File: config.mk
export PLATFORM = sky130hd
export DESIGN_NAME = column_clip_to_span_generator
export DESIGN_NICKNAME = d
export VERILOG_FILES = /design/src/rtl/ccsg_pkg.sv /design/src/rtl/ccsg_start_ram.sv /design/src/rtl/ccsg_span_out.sv /design/src/rtl/ccsg_seq.sv /design/src/rtl/column_clip_to_span_generator.sv
export SDC_FILE = /design/constraint.sdc
export NUM_CORES = 1
export LEC_CHECK = 0
export ABC_AREA = 1
export CAP_MARGIN = 20
export CORE_AREA = 3 3 196 294
export CTS_CLUSTER_DIAMETER = 40
export DETAILED_ROUTE_END_ITERATION = 6
export DIE_AREA = 0 0 199 297
export DONT_BUFFER_PORTS = 1
export PLACE_DENSITY_LB_ADDON = 0.1
export SLEW_MARGIN = 20
export SYNTH_ARGS = -nofsm -noshare
export SYNTH_HDL_FRONTEND = slang
export SYNTH_SLANG_ARGS = --single-unit
File: constraint.sdc
create_clock -name i_clk -period 4.8 [get_ports i_clk]
set_input_delay 0.48 -clock i_clk [delete_from_list [all_inputs] [get_ports i_clk]]
set_output_delay 0.48 -clock i_clk [all_outputs]
set_load 0.005 [all_outputs]
File: src/rtl/ccsg_pkg.sv
package ccsg_pkg;

    localparam int ROW_COUNT    = 32;
    localparam int COLUMN_COUNT = 512;

    localparam int ADDR_W     = $clog2(ROW_COUNT);
    localparam int CNT_W      = $clog2(COLUMN_COUNT);
    localparam int COL_W      = 9;
    localparam int SPAN_ROW_W = 5;
    localparam int CLIP_W     = 6;
    localparam int VH_W       = 6;
    localparam int LVL_W      = 7;
    localparam int CFG_IDX_W  = 1;
    localparam int CFG_DATA_W = 6;

    localparam logic [CFG_IDX_W-1:0] CFG_SKY         = 1'b0;
    localparam logic [CFG_IDX_W-1:0] CFG_VIEW_HEIGHT = 1'b1;

    typedef logic signed [LVL_W-1:0] t_lvl;
    typedef logic [COL_W-1:0] t_col;

    typedef struct packed {
        logic              sky;
        logic [VH_W-1:0]   view_height;
    } t_cfg;

    typedef struct packed {
        logic                     last_column;
        logic signed [CLIP_W-1:0] floor_clip;
        logic [CLIP_W-1:0]        ceiling_clip;
    } t_item;

    typedef struct packed {
        logic                  last_span;
        logic                  is_floor;
        t_col                  span_right;
        t_col                  span_left;
        logic [SPAN_ROW_W-1:0] span_row;
    } t_span;

endpackage

File: src/rtl/ccsg_start_ram.sv
module ccsg_start_ram import ccsg_pkg::*; #(
    parameter int DEPTH = ROW_COUNT,
    parameter int WIDTH = COL_W
) (
    input  logic                     i_clk,
    input  logic                     i_we,
    input  logic [$clog2(DEPTH)-1:0] i_waddr,
    input  logic [WIDTH-1:0]         i_wdata,
    input  logic                     i_re,
    input  logic [$clog2(DEPTH)-1:0] i_raddr,
    output logic [WIDTH-1:0]         o_rdata
);

    logic [WIDTH-1:0] r_mem [DEPTH];
    logic [WIDTH-1:0] r_rdata;

    always_ff @(posedge i_clk) begin
        if (i_we) begin
            r_mem[i_waddr] <= i_wdata;
        end
    end

    always_ff @(posedge i_clk) begin
        if (i_re) begin
            r_rdata <= r_mem[i_raddr];
        end
    end

    assign o_rdata = r_rdata;

endmodule

File: src/rtl/ccsg_span_out.sv
module ccsg_span_out import ccsg_pkg::*; (
    input  logic  i_clk,
    input  logic  i_rst_n,
    input  logic  i_push,
    input  t_span i_span,
    output logic  o_take,
    input  logic  i_ready,
    output logic  o_valid,
    output t_span o_span
);

    logic  r_valid;
    logic  n_valid;
    t_span r_span;

    assign o_take = !r_valid || i_ready;

    always_comb begin
        n_valid = r_valid;
        if (i_push) begin
            n_valid = 1'b1;
        end else if (i_ready) begin
            n_valid = 1'b0;
        end
    end

    always_ff @(posedge i_clk) begin
        if (!i_rst_n) begin
            r_valid <= 1'b0;
        end else begin
            r_valid <= n_valid;
        end
    end

    always_ff @(posedge i_clk) begin
        if (i_push) begin
            r_span <= i_span;
        end
    end

    assign o_valid = r_valid;
    assign o_span  = r_span;

endmodule

File: src/rtl/ccsg_seq.sv
module ccsg_seq import ccsg_pkg::*; (
    input  logic  i_clk,
    input  logic  i_rst_n,
    input  t_cfg  i_cfg,
    input  logic  i_in_valid,
    output logic  o_in_ready,
    input  t_item i_item,
    input  logic  i_out_take,
    output logic  o_push,
    output t_span o_span
);

    typedef enum logic [4:0] {
        S_IDLE    = 5'b00001,
        S_C_OPEN  = 5'b00010,
        S_C_CLOSE = 5'b00100,
        S_F_OPEN  = 5'b01000,
        S_F_CLOSE = 5'b10000
    } t_state;

    t_state r_state, n_state;
    logic [CNT_W-1:0] r_col, n_col;
    logic [LVL_W-2:0] r_ceil_lvl, n_ceil_lvl;
    logic signed [LVL_W-2:0] r_floor_lvl, n_floor_lvl;

    t_col r_x, n_x, r_xm1, n_xm1;
    logic r_last, n_last, r_sky, n_sky, r_f_any, n_f_any;
    t_lvl r_y, n_y, r_twall, n_twall, r_clow, n_clow;
    t_lvl r_bwall, n_bwall, r_fhigh, n_fhigh, r_fl, n_fl;

    logic r_rd_vld, n_rd_vld;
    logic r_rd_floor, n_rd_floor;
    logic [SPAN_ROW_W-1:0] r_rd_row, n_rd_row;
    t_col r_rd_right, n_rd_right;
    logic r_rd_last, n_rd_last;

    logic [VH_W-1:0] vh;
    t_lvl vh_s, vh_m1, cc, fc, twall, bwall, cl, fl, clow, fhigh, fmin;
    logic x0, is_last, f_any;

    logic push, issue_ok, issue;
    t_lvl y_dn, y_up, raddr_lvl;
    logic c_we, f_we, c_re, f_re;
    t_col c_rdata, f_rdata;

    // Clamp the incoming column's clips against the current view height and derive its levels.
    always_comb begin
        if (i_cfg.view_height == '0) begin
            vh = VH_W'(1);
        end else if (i_cfg.view_height > VH_W'(ROW_COUNT)) begin
            vh = VH_W'(ROW_COUNT);
        end else begin
            vh = i_cfg.view_height;
        end
        vh_s  = {1'b0, vh};
        vh_m1 = vh_s - t_lvl'(1);
        cc    = {1'b0, i_item.ceiling_clip};
        fc    = {i_item.floor_clip[CLIP_W-1], i_item.floor_clip};
        twall = (cc > vh_s) ? vh_s : cc;
        if (fc > vh_m1) begin
            bwall = vh_m1;
        end else if (fc < t_lvl'(-1)) begin
            bwall = t_lvl'(-1);
        end else begin
            bwall = fc;
        end
        x0      = (r_col == '0);
        is_last = i_item.last_column || (r_col == CNT_W'(COLUMN_COUNT - 1));
        cl      = x0 ? t_lvl'(0) : {1'b0, r_ceil_lvl};
        fl      = x0 ? vh_m1 : {r_floor_lvl[LVL_W-2], r_floor_lvl};
        clow    = is_last ? t_lvl'(0) : twall;
        fhigh   = is_last ? vh_m1 : bwall;
        fmin    = (fl < bwall) ? fl : bwall;
        f_any   = (fhigh > fmin);
    end

    assign push     = r_rd_vld && i_out_take;
    assign issue_ok = !r_rd_vld || push;
    assign y_dn     = r_y - t_lvl'(1);
    assign y_up     = r_y + t_lvl'(1);

    always_comb begin
        n_state     = r_state;
        n_col       = r_col;
        n_ceil_lvl  = r_ceil_lvl;
        n_floor_lvl = r_floor_lvl;
        n_x         = r_x;
        n_xm1       = r_xm1;
        n_last      = r_last;
        n_sky       = r_sky;
        n_f_any     = r_f_any;
        n_y         = r_y;
        n_twall     = r_twall;
        n_clow      = r_clow;
        n_bwall     = r_bwall;
        n_fhigh     = r_fhigh;
        n_fl        = r_fl;
        n_rd_floor  = r_rd_floor;
        n_rd_row    = r_rd_row;
        n_rd_right  = r_rd_right;
        n_rd_last   = r_rd_last;
        issue       = 1'b0;
        c_we        = 1'b0;
        f_we        = 1'b0;
        c_re        = 1'b0;
        f_re        = 1'b0;
        raddr_lvl   = y_dn;

        case (r_state)
            S_IDLE: begin
                if (i_in_valid) begin
                    n_x     = COL_W'(r_col);
                    n_xm1   = COL_W'(r_col) - t_col'(1);
                    n_last  = is_last;
                    n_sky   = i_cfg.sky;
                    n_f_any = f_any;
                    n_y     = cl;
                    n_twall = twall;
                    n_clow  = clow;
                    n_bwall = bwall;
                    n_fhigh = fhigh;
                    n_fl    = fl;
                    n_state = S_C_OPEN;
                end
            end
            S_C_OPEN: begin
                if (r_y < r_twall) begin
                    c_we = 1'b1;
                    n_y  = y_up;
                end else if (!r_sky && (r_y > r_clow)) begin
                    n_state = S_C_CLOSE;
                end else begin
                    n_y     = r_fl;
                    n_state = S_F_OPEN;
                end
            end
            S_C_CLOSE: begin
                if (issue_ok) begin
                    issue      = 1'b1;
                    c_re       = 1'b1;
                    raddr_lvl  = y_dn;
                    n_rd_floor = 1'b0;
                    n_rd_row   = y_dn[SPAN_ROW_W-1:0];
                    n_rd_right = (y_dn >= r_twall) ? r_xm1 : r_x;
                    n_rd_last  = (y_dn == r_clow) && !r_f_any;
                    if (y_dn == r_clow) begin
                        n_y     = r_fl;
                        n_state = S_F_OPEN;
                    end else begin
                        n_y = y_dn;
                    end
                end
            end
            S_F_OPEN: begin
                if (r_y > r_bwall) begin
                    f_we = 1'b1;
                    n_y  = y_dn;
                end else if (r_y < r_fhigh) begin
                    n_state = S_F_CLOSE;
                end else begin
                    n_ceil_lvl  = r_clow[LVL_W-2:0];
                    n_floor_lvl = r_fhigh[LVL_W-2:0];
                    n_col       = r_last ? '0 : r_col + CNT_W'(1);
                    n_state     = S_IDLE;
                end
            end
            S_F_CLOSE: begin
                if (issue_ok) begin
                    issue      = 1'b1;
                    f_re       = 1'b1;
                    raddr_lvl  = y_up;
                    n_rd_floor = 1'b1;
                    n_rd_row   = y_up[SPAN_ROW_W-1:0];
                    n_rd_right = (y_up <= r_bwall) ? r_xm1 : r_x;
                    n_rd_last  = (y_up == r_fhigh);
                    if (y_up == r_fhigh) begin
                        n_ceil_lvl  = r_clow[LVL_W-2:0];
                        n_floor_lvl = r_fhigh[LVL_W-2:0];
                        n_col       = r_last ? '0 : r_col + CNT_W'(1);
                        n_state     = S_IDLE;
                    end else begin
                        n_y = y_up;
                    end
                end
            end
            default: begin
                n_state = S_IDLE;
            end
        endcase

        if (issue) begin
            n_rd_vld = 1'b1;
        end else if (push) begin
            n_rd_vld = 1'b0;
        end else begin
            n_rd_vld = r_rd_vld;
        end
    end

    always_ff @(posedge i_clk) begin
        if (!i_rst_n) begin
            r_state     <= S_IDLE;
            r_col       <= '0;
            r_ceil_lvl  <= '0;
            r_floor_lvl <= (LVL_W-1)'(ROW_COUNT - 1);
            r_rd_vld    <= 1'b0;
        end else begin
            r_state     <= n_state;
            r_col       <= n_col;
            r_ceil_lvl  <= n_ceil_lvl;
            r_floor_lvl <= n_floor_lvl;
            r_rd_vld    <= n_rd_vld;
        end
    end

    always_ff @(posedge i_clk) begin
        r_x        <= n_x;
        r_xm1      <= n_xm1;
        r_last     <= n_last;
        r_sky      <= n_sky;
        r_f_any    <= n_f_any;
        r_y        <= n_y;
        r_twall    <= n_twall;
        r_clow     <= n_clow;
        r_bwall    <= n_bwall;
        r_fhigh    <= n_fhigh;
        r_fl       <= n_fl;
        r_rd_floor <= n_rd_floor;
        r_rd_row   <= n_rd_row;
        r_rd_right <= n_rd_right;
        r_rd_last  <= n_rd_last;
    end

    ccsg_start_ram #(
        .DEPTH (ROW_COUNT),
        .WIDTH (COL_W)
    ) u_ceil_ram (
        .i_clk   (i_clk),
        .i_we    (c_we),
        .i_waddr (r_y[ADDR_W-1:0]),
        .i_wdata (r_x),
        .i_re    (c_re),
        .i_raddr (raddr_lvl[ADDR_W-1:0]),
        .o_rdata (c_rdata)
    );

    ccsg_start_ram #(
        .DEPTH (ROW_COUNT),
        .WIDTH (COL_W)
    ) u_floor_ram (
        .i_clk   (i_clk),
        .i_we    (f_we),
        .i_waddr (r_y[ADDR_W-1:0]),
        .i_wdata (r_x),
        .i_re    (f_re),
        .i_raddr (raddr_lvl[ADDR_W-1:0]),
        .o_rdata (f_rdata)
    );

    assign o_in_ready = (r_state == S_IDLE);
    assign o_push     = push;

    always_comb begin
        o_span.last_span  = r_rd_last;
        o_span.is_floor   = r_rd_floor;
        o_span.span_right = r_rd_right;
        o_span.span_left  = r_rd_floor ? f_rdata : c_rdata;
        o_span.span_row   = r_rd_row;
    end

endmodule

File: src/rtl/column_clip_to_span_generator.sv
// Channel  Direction  Handshake             Payload
// s_axis   in         s_axis_tvalid/tready  tdata: ceiling_clip, floor_clip; tlast: last_column
// m_axis   out        m_axis_tvalid/tready  tdata: span_row, span_left, span_right;
//                                           tuser: is_floor; tlast: last_span
// cfg      in         i_cfg_we              i_cfg_idx, i_cfg_data
//
// For one column R start-memory rows are written and S spans are read.
// The sequencer touches one memory entry per cycle; spans leave one per cycle unless stalled.
// Reset is synchronous and active low; it clears the sequencer, the column count and the
// output register; the start memories are not cleared.
// A stalled output holds the sequencer before its next memory read; the next column is taken
// once the current one has issued all of its reads.
module column_clip_to_span_generator import ccsg_pkg::*; (
    input  logic                  i_clk,
    input  logic                  i_rst_n,
    input  logic                  s_axis_tvalid,
    output logic                  s_axis_tready,
    input  logic [15:0]           s_axis_tdata,   // ceiling_clip, floor_clip
    input  logic                  s_axis_tlast,   // last_column
    output logic                  m_axis_tvalid,
    input  logic                  m_axis_tready,
    output logic [23:0]           m_axis_tdata,   // span_row, span_left, span_right
    output logic                  m_axis_tuser,   // is_floor
    output logic                  m_axis_tlast,   // last_span
    input  logic                  i_cfg_we,
    input  logic [CFG_IDX_W-1:0]  i_cfg_idx,
    input  logic [CFG_DATA_W-1:0] i_cfg_data
);

    t_cfg  r_cfg;
    t_item item;
    t_span seq_span;
    t_span out_span;
    logic  push;
    logic  take;

    always_ff @(posedge i_clk) begin
        if (!i_rst_n) begin
            r_cfg.sky         <= 1'b0;
            r_cfg.view_height <= VH_W'(32);
        end else if (i_cfg_we) begin
            case (i_cfg_idx)
                CFG_SKY: begin
                    r_cfg.sky <= i_cfg_data[0];
                end
                CFG_VIEW_HEIGHT: begin
                    r_cfg.view_height <= i_cfg_data[VH_W-1:0];
                end
                default: begin
                    r_cfg <= r_cfg;
                end
            endcase
        end
    end

    always_comb begin
        item.ceiling_clip = s_axis_tdata[CLIP_W-1:0];
        item.floor_clip   = s_axis_tdata[2*CLIP_W-1:CLIP_W];
        item.last_column  = s_axis_tlast;
    end

    ccsg_seq u_seq (
        .i_clk      (i_clk),
        .i_rst_n    (i_rst_n),
        .i_cfg      (r_cfg),
        .i_in_valid (s_axis_tvalid),
        .o_in_ready (s_axis_tready),
        .i_item     (item),
        .i_out_take (take),
        .o_push     (push),
        .o_span     (seq_span)
    );

    ccsg_span_out u_out (
        .i_clk   (i_clk),
        .i_rst_n (i_rst_n),
        .i_push  (push),
        .i_span  (seq_span),
        .o_take  (take),
        .i_ready (m_axis_tready),
        .o_valid (m_axis_tvalid),
        .o_span  (out_span)
    );

    assign m_axis_tdata = {1'b0, out_span.span_right, out_span.span_left, out_span.span_row};
    assign m_axis_tuser = out_span.is_floor;
    assign m_axis_tlast = out_span.last_span;

endmodule

==> flow_summary.json <==
{
  "clock_sinks": 731,
  "cpPeakStageDelay_ps": 330,
  "design_area_um2": 36000,
  "first_global_vias": 21500,
  "routedWlPerCell_um": 22.7,
  "leakage_uw": 0.0133,
  "wirelength_um": 83600,
  "dpl_cell_area_um2": 33100,
  "drive_above_1_share_pct": 11.1,
  "netlist_instances": 2882,
  "first_pass_iters": 7,
  "fin_hold_ws_ps": 26.4,
  "hold_depth": 2,
  "path_class": "reg -> reg",
  "route.vias.total": 21700,
  "clockBufferDepth": 3,
  "period_minus_slack_ps": 4470,
  "cts_root_buf": "clkbuf_16",
  "worstHoldEndpoint": "r_cfg[4]",
  "crit_fanout": 8,
  "r2r_slack_ps": 330,
  "r2r_end": "u_seq.r_f_any",
  "die_h_um": 297,
  "track_usage_pct": 28.6,
  "syn_avg_cell_area_um2": 11.1,
  "drtIter0Drc": 1936,
  "ys_types": 58,
  "final_net_count": 3017,
  "power_density_nw_per_um2": 695,
  "rsz0062_at_grt": "no",
  "seq_area_um2": 21600,
  "final_cell_mix": "nand2_1, edfxtp_1, nand3_1, o21ai_0, inv_1",
  "place_hpwl_um": 53200,
  "netlist_area_um2": 32100,
  "io_pins": 57,
  "diodes": 0,
  "cts_tree": "yes",
  "power_uw": 25000,
  "hold_start": "i_rst_n",
  "multi_input_area_um2": 9420,
  "slew_viol_final": 0,
  "status": "finished, final reports clean",
  "start_kind": "flip-flop",
  "final_common_cell": "nand2_1",
  "hold_violations": 0,
  "setup_ws_ps": 327,
  "dp_slack_ps": -181,
  "r2r-start": "r_cfg[0]",
  "rows": 106,
  "utilization_pct": 64.8,
  "end_kind": "flip-flop",
  "grt_pass1_wl_um": 127000,
  "grt_max_degree": 160,
  "core_um2": 55600,
  "clk-insertion-delay-late_ps": 620,
  "portBuffers": 0,
  "ys_ff_latch": 731,
  "antenna_found_initial": 1,
  "area_growth_pct": 12.3,
  "min_period_over_period_pct": 93.2,
  "cp.required_ps": 5160,
  "vias_per_cell": 5.91,
  "worst-r2r-cell-count": 32,
  "place_congestion": 0.909,
  "fp.dieW_um": 199,
  "cap_violations": 0,
  "drc": 0,
  "initial_utilization_pct": 57.7,
  "cp_slowest_cell": "dfxtp_2",
  "die_area_um2": 59100,
  "worst_pin_slew_ps": 1140,
  "cpMostUsedCell": "nand2_2",
  "grt.overflow.total": 0,
  "finalSetupViolCount": 0,
  "critPathArrivalTime_ps": 4830,
  "clkTransAtPathRegs_ps": 60,
  "cts_made_buffers": 77,
  "ir_drop_v": 0.000630,
  "fillers": 4242,
  "max_freq_mhz": 224,
  "worstHoldPathType": "in -> reg",
  "ys_seq_area_share_pct": 67.4,
  "yosys_warnings": 0,
  "slew_headroom_pct": 23.6,
  "htreeDepth": 3,
  "finClkSkew_ps": 26.5,
  "postRouteAntennaNets": 0,
  "syn_nets": 2984
}
sequential cells by signal (all words and copies together) (netlist names), 5 cells and up:
name	flops
u_seq.r_xm1	9
u_seq.r_twall	6
u_seq.u_floor_ram.o_rdata	9
u_seq.r_rd_right	9
u_seq.u_floor_ram.r_mem	288
u_seq.r_col	9
u_out.o_span	25
u_seq.r_fhigh	7
u_seq.r_clow	6
u_seq.r_y	7
u_seq.r_x	9
u_seq.r_floor_lvl	6
u_seq.r_ceil_lvl	6
u_seq.r_fl	7
u_seq.r_rd_row	5
u_seq.r_bwall	7
u_seq.u_ceil_ram.o_rdata	9
r_cfg	7
u_seq.u_ceil_ram.r_mem	288
u_seq.r_state	5
area by class of cell:
type | instances | share of cell area, %
Multi-Input combinational cell | 1838 | 26.2
Clock inverter | 46 | 1.61
Timing Repair Buffer | 101 | 2.32
Sequential cell | 731 | 60.0
Tap cell | 702 | 2.44
Clock buffer | 93 | 5.70
Inverter | 166 | 1.75
logic make-up after synthesis:
logic type	Yosys count	synth area share [%]
adder cells (fa/ha/maj)	73	2.85
buffers and inverters	313	3.98
AND/OR/NAND/NOR	1293	16.8
other	2	0.0234
multiplexers	9	0.316
XOR/XNOR	24	0.714
flip-flops	731	67.4
AO/OA/AOI/OAI	437	7.92
how the worst max path moves through the flow:
stage	startpoint	end	slack, ps
after floorplan	r_cfg[5]	u_seq.r_f_any	10
after global placement	r_cfg[0]	u_seq.r_f_any	-140
after detailed placement	r_cfg[5]	u_seq.r_f_any	-180
after CTS	r_cfg[0]	u_seq.r_f_any	2
after global routing	r_cfg[4]	u_seq.r_f_any	30
final	r_cfg[0]	u_seq.r_f_any	330
power breakdown:
group	internal [µW]	switching (µW)
logic	2920	7580
clock network	3640	2500
registers	8070	297
critical path, delay by kind of cell, from the launching register on:
family | cells | cell delay (ps)
buffers and inverters | 4 | 480
XOR/XNOR | 1 | 140
flip-flops | 1 | 330
AO/OA/AOI/OAI | 7 | 810
adder cells (fa/ha/maj) | 4 | 1000
AND/OR/NAND/NOR | 16 | 1460
cell usage after synthesis, drive strengths merged:
master	count	area share, %
xnor2	2	0.055
o21a	2	0.047
edfxtp	696	65
o221ai	2	0.055
o31ai	1	0.023
a22oi	1	0.023
a221oi	5	0.14
a31oi	112	2.2
conb	2	0.023
o22ai	12	0.23
nor2	160	2.0
clkbuf	98	1.1
nand3	190	3.1
and2	1	0.020
o2111a	1	0.035
a21boi	1	0.023
nor3b	1	0.023
a21oi	52	0.84
clkinv	4	0.047
nor3	22	0.38
nor4	5	0.098
o311ai	1	0.027
mux2	9	0.32
or3	1	0.020
xor2	22	0.66
and3	1	0.020
nand4	19	0.39
nand3b	2	0.047
o2111ai	1	0.027
or2	7	0.14
o211ai	41	0.96
dfxtp	35	2.2
a21o	3	0.070
a211oi	4	0.11
ha	73	2.8
o21ai	198	3.1
nand2	884	11
buf	49	0.89
inv	162	1.9
timing repair:
| item | CTS | global route |
|---|---|---|
| hold endpoints to repair | 17 | 0 |
| pin swaps | 7 | 15 |
| setup endpoints to repair | 1 | 1 |
| hold buffers | 3 | 0 |
| setup buffers | 3 | 3 |
| gates resized for setup | 20 | 30 |
per-layer routing:
layer	vias up	wire length (µm)	track usage (%)
li1	10200	-	-
met1	10600	30300	33.7
met2	794	43500	50.0
met3	196	4880	4.17
met4	2	4950	16.0
met5	-	17	0
per-stage QoR:
step                TNS [ps]  std cells
floorplan                  0       2882
CTS                        0       3672
detailed placement      -181       3527
global route               0       3677
finish                     0       3677
global placement        -141       3527
Power figures use the tool's default switching activity.
